### src/hdl/edc_pkg.sv
package edc_pkg;

    localparam int unsigned BYTE_W   = 8;
    localparam int unsigned VALUE_W  = 16;
    localparam int unsigned METHOD_W = 3;

    localparam logic [METHOD_W-1:0] METHOD_PARITY   = 3'd0;
    localparam logic [METHOD_W-1:0] METHOD_PARITY2D = 3'd1;
    localparam logic [METHOD_W-1:0] METHOD_CRC16    = 3'd2;
    localparam logic [METHOD_W-1:0] METHOD_HASH31   = 3'd3;
    localparam logic [METHOD_W-1:0] METHOD_CSUM     = 3'd4;

    localparam logic [VALUE_W-1:0] CRC_INIT = 16'hFFFF;
    localparam logic [VALUE_W-1:0] CRC_POLY = 16'hA001;

    typedef struct packed {
        logic [BYTE_W-1:0] data_byte;
        logic              last;
    } t_edc_beat;

    // Reflected CRC-16 update for one byte, one shift per bit.
    function automatic logic [VALUE_W-1:0] crc16_byte(input logic [VALUE_W-1:0] crc,
                                                       input logic [BYTE_W-1:0]  b);
        logic [VALUE_W-1:0] c;
        c = crc ^ {{(VALUE_W-BYTE_W){1'b0}}, b};
        for (int k = 0; k < BYTE_W; k++) begin
            if (c[0]) begin
                c = (c >> 1) ^ CRC_POLY;
            end else begin
                c = c >> 1;
            end
        end
        return c;
    endfunction

endpackage

### src/hdl/edc_stream_if.sv
interface edc_byte_if;
    logic                       valid;
    logic                       ready;
    logic [edc_pkg::BYTE_W-1:0] data_byte;
    logic                       last;

    modport source (output valid, output data_byte, output last, input ready);
    modport sink   (input valid, input data_byte, input last, output ready);
endinterface

interface edc_value_if;
    logic                        valid;
    logic                        ready;
    logic [edc_pkg::VALUE_W-1:0] control_value;

    modport source (output valid, output control_value, input ready);
    modport sink   (input valid, input control_value, output ready);
endinterface

### src/hdl/edc_accum.sv
module edc_accum (
    input  logic                         i_clk,
    input  logic                         i_rst_n,
    input  logic                         i_step,
    input  edc_pkg::t_edc_beat           i_beat,
    input  logic [edc_pkg::METHOD_W-1:0] i_method,
    output logic [edc_pkg::VALUE_W-1:0]  o_check
);

    logic                        r_parity, n_parity;
    logic [edc_pkg::BYTE_W-1:0]  r_col,    n_col;
    logic [edc_pkg::VALUE_W-1:0] r_crc,    n_crc;
    logic [edc_pkg::VALUE_W-1:0] r_hash,   n_hash;
    logic [edc_pkg::VALUE_W-1:0] r_sum,    n_sum;
    logic [edc_pkg::VALUE_W:0]   sum_wide;
    logic [edc_pkg::VALUE_W-1:0] byte_ext;

    assign byte_ext = {{(edc_pkg::VALUE_W-edc_pkg::BYTE_W){1'b0}}, i_beat.data_byte};

    always_comb begin
        n_parity = r_parity ^ (^i_beat.data_byte);
        n_col    = r_col ^ i_beat.data_byte;
        n_crc    = edc_pkg::crc16_byte(r_crc, i_beat.data_byte);
        // h * 31 is h * 32 - h.
        n_hash   = (r_hash << 5) - r_hash + byte_ext;
        sum_wide = {1'b0, r_sum} + {1'b0, byte_ext};
        // The carry folds back in; this cannot carry out again.
        n_sum    = sum_wide[edc_pkg::VALUE_W-1:0]
                   + {{(edc_pkg::VALUE_W-1){1'b0}}, sum_wide[edc_pkg::VALUE_W]};
    end

    always_comb begin
        unique case (i_method)
            edc_pkg::METHOD_PARITY:   o_check = {{(edc_pkg::VALUE_W-1){1'b0}}, n_parity};
            edc_pkg::METHOD_PARITY2D: o_check = {{(edc_pkg::VALUE_W-edc_pkg::BYTE_W-1){1'b0}},
                                                 n_parity, n_col};
            edc_pkg::METHOD_CRC16:    o_check = n_crc;
            edc_pkg::METHOD_HASH31:   o_check = n_hash;
            edc_pkg::METHOD_CSUM:     o_check = ~n_sum;
            default:                  o_check = '0;
        endcase
    end

    always_ff @(posedge i_clk) begin
        if (!i_rst_n || (i_step && i_beat.last)) begin
            r_parity <= 1'b0;
            r_col    <= '0;
            r_crc    <= edc_pkg::CRC_INIT;
            r_hash   <= '0;
            r_sum    <= '0;
        end else if (i_step) begin
            r_parity <= n_parity;
            r_col    <= n_col;
            r_crc    <= n_crc;
            r_hash   <= n_hash;
            r_sum    <= n_sum;
        end
    end

endmodule

### src/hdl/error_detect_code_generator_unit.sv
// Channel    Dir  Payload              Beat
// i_byte     in   data_byte[7:0], last one message byte
// o_value    out  control_value[15:0]  one check value per message
// i_cfg_*    in   method[2:0]          write when i_cfg_we is high
//
// One byte is taken every cycle while i_byte.ready is high; the check value
// appears in the output register in the cycle after the last byte is accepted.
// A byte is accepted while the output register is empty or being drained,
// so a stalled result holds off input only until it is taken.
// Synchronous reset clears the method to parity and restarts all sums.
module error_detect_code_generator_unit (
    input  logic                         i_clk,
    input  logic                         i_rst_n,
    input  logic                         i_cfg_we,
    input  logic [edc_pkg::METHOD_W-1:0] i_cfg_wdata,
    edc_byte_if.sink                     i_byte,
    edc_value_if.source                  o_value
);

    logic [edc_pkg::METHOD_W-1:0] r_method_code;
    logic                         r_out_valid;
    logic [edc_pkg::VALUE_W-1:0]  r_value;
    logic [edc_pkg::VALUE_W-1:0]  check;
    logic                         in_ready;
    logic                         step;
    edc_pkg::t_edc_beat           beat;

    assign in_ready = !r_out_valid || o_value.ready;
    assign step     = i_byte.valid && in_ready;
    assign beat     = '{data_byte: i_byte.data_byte, last: i_byte.last};

    assign i_byte.ready          = in_ready;
    assign o_value.valid         = r_out_valid;
    assign o_value.control_value = r_value;

    edc_accum u_accum (
        .i_clk    (i_clk),
        .i_rst_n  (i_rst_n),
        .i_step   (step),
        .i_beat   (beat),
        .i_method (r_method_code),
        .o_check  (check)
    );

    always_ff @(posedge i_clk) begin
        if (!i_rst_n) begin
            r_method_code <= edc_pkg::METHOD_PARITY;
            r_out_valid   <= 1'b0;
        end else begin
            if (i_cfg_we) begin
                r_method_code <= i_cfg_wdata;
            end
            if (step) begin
                r_out_valid <= i_byte.last;
            end else if (o_value.ready) begin
                r_out_valid <= 1'b0;
            end
        end
    end

    always_ff @(posedge i_clk) begin
        if (step && i_byte.last) begin
            r_value <= check;
        end
    end

endmodule

### src/flat_wrapper.sv
// flat-port wrapper written by rule: the top's interface ports become plain ports
module error_detect_code_generator_unit_flat 
  (i_clk, i_rst_n, i_cfg_we, i_cfg_wdata, i_byte_valid, i_byte_data_byte, i_byte_last, i_byte_ready, o_value_valid, o_value_control_value, o_value_ready);
  edc_byte_if i_byte_i ();
  edc_value_if o_value_i ();
  input  logic i_clk;
  input  logic i_rst_n;
  input  logic i_cfg_we;
  input  logic [edc_pkg::METHOD_W-1:0] i_cfg_wdata;
  input wire logic [$bits(i_byte_i.valid)-1:0] i_byte_valid;
  input wire logic [$bits(i_byte_i.data_byte)-1:0] i_byte_data_byte;
  input wire logic [$bits(i_byte_i.last)-1:0] i_byte_last;
  output wire logic [$bits(i_byte_i.ready)-1:0] i_byte_ready;
  output wire logic [$bits(o_value_i.valid)-1:0] o_value_valid;
  output wire logic [$bits(o_value_i.control_value)-1:0] o_value_control_value;
  input wire logic [$bits(o_value_i.ready)-1:0] o_value_ready;
  assign i_byte_i.valid = i_byte_valid;
  assign i_byte_i.data_byte = i_byte_data_byte;
  assign i_byte_i.last = i_byte_last;
  assign i_byte_ready = i_byte_i.ready;
  assign o_value_valid = o_value_i.valid;
  assign o_value_control_value = o_value_i.control_value;
  assign o_value_i.ready = o_value_ready;
  error_detect_code_generator_unit u_core (.i_clk(i_clk), .i_rst_n(i_rst_n), .i_cfg_we(i_cfg_we), .i_cfg_wdata(i_cfg_wdata), .i_byte(i_byte_i), .o_value(o_value_i));
endmodule
### config.mk
export PLATFORM = sky130hd
export DESIGN_NAME = error_detect_code_generator_unit_flat
export DESIGN_NICKNAME = d
export VERILOG_FILES = /design/src/hdl/edc_pkg.sv /design/src/hdl/edc_stream_if.sv /design/src/hdl/edc_accum.sv /design/src/hdl/error_detect_code_generator_unit.sv /design/src/flat_wrapper.sv
export SDC_FILE = /design/constraint.sdc
export NUM_CORES = 1
export LEC_CHECK = 0
export ABC_CLOCK_PERIOD_IN_PS = 3000
export BUFFER_PORTS_ARGS = -buffer_cell sky130_fd_sc_hd__buf_2
export CORE_MARGIN = 2
export CORE_UTILIZATION = 40
export CTS_CLUSTER_SIZE = 28
export DETAILED_ROUTE_END_ITERATION = 6
export GPL_ROUTABILITY_DRIVEN = 1
export GPL_TIMING_DRIVEN = 0
export SLEW_MARGIN = 20
export SYNTH_ARGS = -nofsm -noshare
export SYNTH_HDL_FRONTEND = slang
export SYNTH_SLANG_ARGS = --single-unit
### constraint.sdc
create_clock -name i_clk -period 3 [get_ports i_clk]
set_input_delay 0.3 -clock i_clk [delete_from_list [all_inputs] [get_ports i_clk]]
set_output_delay 0.3 -clock i_clk [all_outputs]
set_load 0.01 [all_outputs]
==> impl_results.md, run 1 <==
* Met3 Routed Length at 909 µm
* GP Congestion at 0.916
* Via Count at 4771
* Clock tree sinks at 77
* Mean routed wirelength per cell at 18.3 µm
* Total Neg Setup Slack at -2.76 ns
* Top Metal Used: met4
* Top Ports at 35
* RSZ-0062 raised after global routing: true
* Share of layout cells above drive strength 1 at 22.5%
* Detailed Routing Iterations Pass 1 at 5
* Worst VDD drop at 0.399 mV
* Detailed router's first-iteration violation count at 344
* CTS root buf: clkbuf_16
* Power density over the cells at 708 mW/mm²
* Cell count after synthesis at 620
* CTS tree: done
* CP arrival at 3.51 ns
* Final setup vio count at 18
* Std-Cell Rows at 41
* Crit. End Element: flop
* M1 WL at 7160 µm
* Crit-path max FO at 6
* Vias per cell at 5.49
* Tmin final at 3.33 ns
* Max stage delay on crit path at 0.45 ns
* Hold EP: u_core.r_method_code[2]
* Violated checks: setup timing
* CORE AREA at 0.0127 mm²
* Multi-input gate area at 0.00374 mm²
* CTS hold repair buffers at 0
* Post-synth top flop: dfxtp_1
* Fin. max-slew vios at 0
* Synth cell types at 68
* Layout area overhead at 26.4%
* Vias in the first global route at 4522
* Final Net Count at 750
* Final ANT Viol Nets at 0
* Cell family with most CP delay: simple AND/OR/NAND/NOR gates
* Avg Inst Size Synth at 8.47 µm²
* Crit path required time at 3.18 ns
* # H-tree levels at 3
* Fraction of registers with async set/reset at 0%
* Worst setup margin at -0.334 ns
* Die width at 119 µm
* GRT Residual Overflow at 0
* DP HPWL at 11500 µm
* Max-cap check violation count at 0
* Post-synth EDFFs at 16
* Total CTS buffers at 9
* Ratio of final minimum period to clock period at 111%
* Clock slew at reported path FFs at 0.06 ns
* Hold WC Path Type: in2reg
* Design Power at 4.70 mW
* Initial Utilization at 41.3%
* Worst R2R Setup Slack at -0.33 ns
* Die H at 119 µm
* Pleak at 2.73 nW
* Fill cells at 1215
* Worst slew margin at 48.8%
* Placed cell count at 826
* Sequential share of the synthesized area at 32.4%
* Port Buffers at 34
* Finished Layout Cells at 869
* Yosys synthesis warning count at 0
* Hold Vio Cnt, Final at 0
* Crit start category: flop
* Clock Path Buffers at 2
* Slowest-stage cell, CP: or4_4
* Final core occ at 52.2%
* Fin Hold WS at 0.217 ns
* Worst hold start: i_cfg_wdata[2]
* Run status: finished, violations left
* All-Layer GR Usage at 22.5%
* Sequential Area at 0.00170 mm²
* Ant. Diodes at 0
* Least-Margin Pin Slew at 0.768 ns
* Worst-skew pair later-pin latency at 0.34 ns
* Most common cell after layout, fill and taps aside: nand2_1
* Critical path class: reg2reg
* Mapped cell area at 0.00525 mm²
* Synthesized net count at 678
* Initial antenna violation count at 0
* Seq cells post-synth at 77
* Final wirelength at 15900 µm
* Most frequent cells in the layout: nand2_1, dfxtp_1, nor2_1
* Largest net degree at the start of global routing at 17
* Die ar. at 0.0141 mm²
* Max frequency at 0.300 GHz
* First-pass GRT wire length at 24400 µm
* DRC violations left at 0
* FF-to-FF End: u_core.o_value.control_value[14]
* Hold Path Depth at 3
* Layout Skew at 0.00756 ns
* Met2 WL at 7520 µm
* CP bufs+invs at 1
* R2R cell count at 14
* FF-to-FF Start: u_core.u_accum.r_sum[5]
* Crit-path cells: ha_2, o21ai_0, o21ai_2, nand2_4, nor3_4, ha_2, ha_4, nand4_1, buf_4, nor3_4, nand4_4, or4_4, and2_4, o221ai_2
## cells in the mapped netlist, types with 3 or more instances
cell / instances / share of area (%)
a211o_1: 3 / 0.50
a211oi_1: 6 / 0.86
a21o_1: 7 / 1.0
a21oi_1: 39 / 3.7
a22oi_1: 7 / 1.0
a32o_1: 4 / 0.76
and2_1: 6 / 0.71
and3_1: 6 / 0.71
buf_2: 3 / 0.29
clkbuf_1: 28 / 2.0
dfxtp_1: 61 / 23
edfxtp_1: 16 / 9.1
fa_1: 5 / 1.9
ha_1: 36 / 8.6
inv_1: 28 / 2.0
mux2i_1: 7 / 1.3
nand2_1: 86 / 6.1
nand2b_1: 3 / 0.36
nand3_1: 24 / 2.3
nor2_1: 51 / 3.6
nor2b_1: 7 / 0.83
nor3_1: 9 / 0.86
o211ai_1: 9 / 1.3
o21ai_0: 16 / 1.5
o21ai_1: 3 / 0.29
o22ai_1: 13 / 1.5
o31ai_1: 3 / 0.43
or3_1: 4 / 0.48
xnor2_1: 48 / 8.0
xor2_1: 33 / 5.5
## worst min-delay path, delay by kind of cell
kind	cells	cell delay, ns
simple gates	1	0.10
buf+inv	1	0.07
mux	1	0.05
## what timing repair did
item | CTS | global route
resized for setup | 47 | 38
pin swaps | 31 | 30
gates cloned | 0 | 0
endpoints found under the setup margin | 23 | 25
setup buffers | 14 | 16
## power breakdown
part           internal [mW]  switching [mW]  total (mW)
sequential              1.19          0.0856        1.28
clock                  0.808           0.432        1.24
combinational          0.919            1.27        2.19
total                   2.92            1.79        4.70
## how the worst max path moves through the flow
stage	start	end	slack, ns	cells past startpoint
5_1_grt	u_core.u_accum.r_sum[5]	u_core.o_value.control_value[14]	-0.43	14
3_5_place_dp	i_byte_data_byte[3]	u_core.o_value.control_value[14]	-0.72	15
2_1_floorplan	i_byte_data_byte[6]	u_core.o_value.control_value[15]	0.03	13
3_3_place_gp	i_byte_data_byte[3]	u_core.o_value.control_value[14]	-0.73	15
4_1_cts	u_core.u_accum.r_sum[0]	u_core.o_value.control_value[10]	-0.35	15
6_report	u_core.u_accum.r_sum[5]	u_core.o_value.control_value[14]	-0.33	14
## flip-flops by register name, indices dropped and copies added (netlist names)
register                      count
u_core.u_accum.r_crc             16
u_core.o_value.control_value     16
u_core.o_value.valid              1
u_core.u_accum.r_parity           1
u_core.u_accum.r_hash            16
u_core.u_accum.r_sum             16
u_core.u_accum.r_col              8
u_core.r_method_code              3
## per-stage QoR
step	setup WS [ns]	cell area (µm²)
after floorplan	0.0290	5280
after global placement	-0.728	5660
after detailed placement	-0.718	5660
after CTS	-0.351	6340
after global routing	-0.427	6640
final	-0.334	6640
## cell families (layout without fill, tap and decap cells)
group / after synthesis / in the layout / synth area share, %
fa+ha+maj: 42 / 42 / 10.7
simple gates: 211 / 211 / 18.5
mux: 9 / 9 / 1.76
flops: 77 / 77 / 32.4
xor+xnor: 82 / 82 / 13.8
compound gates: 138 / 138 / 18.4
buf+inv: 61 / 138 / 4.50
## routing by layer
metal	track usage [%]	up-vias
li1	-	2320
met1	30.3	2283
met2	36.7	147
met3	4.01	21
met4	6.85	0
met5	0	-
## layout make-up
type                            count  area share, %
Inverter                           28           1.58
Timing Repair Buffer               62           6.07
Buffer                             32           1.96
Multi-Input combinational cell    482           56.4
Clock inverter                      7           1.72
Tap cell                          172           3.24
Clock buffer                        9           3.39
Sequential cell                    77           25.7
Power figures use the tool's default switching activity.
==> run 2: changes to the inputs <==
Settings changed: REMOVE_ABC_BUFFERS from default to 1.
==> impl_results.md, run 2 (synthesis results as in run 1) <==
* Layout Skew at 0.00620 ns
* Vias per cell at 5.41
* Sequential Area at 0.00170 mm²
* Total CTS buffers at 9
* Detailed router's first-iteration violation count at 339
* FF-to-FF Start: u_core.u_accum.r_sum[0]
* Mean routed wirelength per cell at 16.7 µm
* Most used cell, CP: ha_4
* Crit path capture: u_core.o_value.control_value[14]
* Hold Vio Cnt, Final at 0
* Worst VDD drop at 0.324 mV
* Fill cells at 1219
* Crit-path max FO at 3
* Die H at 119 µm
* Multi-input gate area at 0.00363 mm²
* Clock tree sinks at 77
* R2R cell count at 15
* Finished Layout Cells at 832
* Pleak at 2.60 nW
* Layout area overhead at 20.5%
* Detailed Routing Iterations Pass 1 at 5
* Clock slew at reported path FFs at 0.06 ns
* Fin. max-slew vios at 0
* CP bufs+invs at 1
* Power density over the cells at 697 mW/mm²
* Die ar. at 0.0141 mm²
* Initial Utilization at 41.3%
* CTS root buf: clkbuf_16
* Crit-path cells: ha_4, fa_2, a211oi_4, o211ai_2, nand2_4, nor3_4, ha_4, ha_4, nand4_1, buf_4, nor3_4, nand4_2, or4_4, and2_4, o221ai_2
* Share of layout cells above drive strength 1 at 20.5%
* Vias in the first global route at 4390
* Critical path class: reg2reg
* Die width at 119 µm
* CP arrival at 3.52 ns
* Clock Path Buffers at 2
* GRT Residual Overflow at 0
* Via Count at 4504
* DRC violations left at 0
* CORE AREA at 0.0127 mm²
* Tmin final at 3.35 ns
* Pre-CTS setup slack at -1.13 ns
* # H-tree levels at 3
* RSZ-0062 raised after global routing: true
* Violated checks: setup timing
* Max frequency at 0.298 GHz
* Total Neg Setup Slack at -2.36 ns
* Crit path required time at 3.17 ns
* Crit start category: flop
* Initial antenna violation count at 0
* Least-Margin Pin Slew at 1.08 ns
* Final ANT Viol Nets at 0
* Crit. End Element: flop
* All-Layer GR Usage at 20.3%
* CTS tree: done
* Placed cell count at 796
* Worst setup margin at -0.354 ns
* Cell family with most CP delay: simple AND/OR/NAND/NOR gates
* Worst R2R Setup Slack at -0.35 ns
* DP HPWL at 9800 µm
* Ant. Diodes at 0
* Max stage delay on crit path at 0.46 ns
* FF-to-FF End: u_core.o_value.control_value[14]
* Run status: finished, violations left
* Worst slew margin at 28.0%
* Slowest-stage cell, CP: or4_4
* Fin Hold WS at 0.222 ns
* Final wirelength at 13900 µm
* Crit path from: u_core.u_accum.r_sum[0]
* First-pass GRT wire length at 22700 µm
* Crit path depth at 15
* Worst-skew pair later-pin latency at 0.34 ns
* Hold WC Path Type: in2reg
* Final setup vio count at 17
* Final Net Count at 713
* Ratio of final minimum period to clock period at 112%
* Top Ports at 35
* Most common cell after layout, fill and taps aside: nand2_1
* Max-cap check violation count at 0
* Port Buffers at 34
* Most frequent cells in the layout: nand2_1, dfxtp_1, nor2_1
* Std-Cell Rows at 41
* GP Congestion at 0.924
* Largest net degree at the start of global routing at 39
[run 2: cell types whose count changed in the layout (fill, tap and decap cells not counted), moves of 3 or more]
cell / delta
o22ai_1: +5
buf_6: -4
buf_4: -5
bufinv_16: -3
o22ai_2: -5
clkbuf_1: -28
[run 2: worst min path at each step]
stage               slack [ns]  depth (start not counted)                      start                   endpoint
floorplan                 0.43                          1                    i_rst_n    u_core.r_method_code[0]
global placement          0.44                          2  u_core.u_accum.r_hash[12]  u_core.u_accum.r_hash[12]
detailed placement        0.45                          2  u_core.u_accum.r_hash[13]  u_core.u_accum.r_hash[13]
CTS                       0.22                          3             i_cfg_wdata[2]    u_core.r_method_code[2]
global route              0.23                          3             i_cfg_wdata[1]    u_core.r_method_code[1]
finish                    0.22                          3             i_cfg_wdata[2]    u_core.r_method_code[2]
[run 2: worst reg2reg max path: cells and delay by family, from the launching register on]
family	cells	cell delay [ns]
adder cells (fa/ha/maj)	4	0.71
AND/OR/NAND/NOR	7	1.43
flip-flops	1	0.35
buffers and inverters	1	0.19
AO/OA/AOI/OAI	3	0.51
[run 2: repair_timing]
action	in CTS	in global routing
pin swaps	18	13
setup buffers	16	5
hold buffers	0	0
setup endpoints to repair	29	25
gates resized for setup	44	17
[run 2: area by class of cell]
type                    instances  share of cell area [%]
inverters                      28                    1.66
flip-flops and latches         77                    26.9
clock inverters                 6                   0.613
repair buffers                 57                    6.31
clock buffers                  10                    3.78
multi-input cells             482                    57.3
well taps                     172                    3.40
[run 2: metrics by stage]
stage	util, %	area (µm²)	power (mW)
after floorplan	-	5120	2.77
after global placement	43.3	5510	3.17
after detailed placement	43.9	5580	3.21
after CTS	48.8	6210	4.36
after global routing	49.8	6330	4.74
final	49.8	6330	4.41
[run 2: power by group]
part	switching, mW	internal (mW)	total, mW
clock	0.445	0.579	1.02
sequential	0.0994	1.19	1.29
combinational	1.19	0.910	2.10
total	1.74	2.68	4.41
[run 2: routing by layer]
layer | vias up | global-route usage [%] | wire (µm) | part of all wire, %
met3 | 19 | 3.28 | 583 | 4.2
met2 | 117 | 33.4 | 6550 | 47
met5 | - | 0 | 0 | 0
li1 | 2242 | - | - | -
met1 | 2126 | 26.9 | 6550 | 47
met4 | 0 | 7.14 | 243 | 1.7
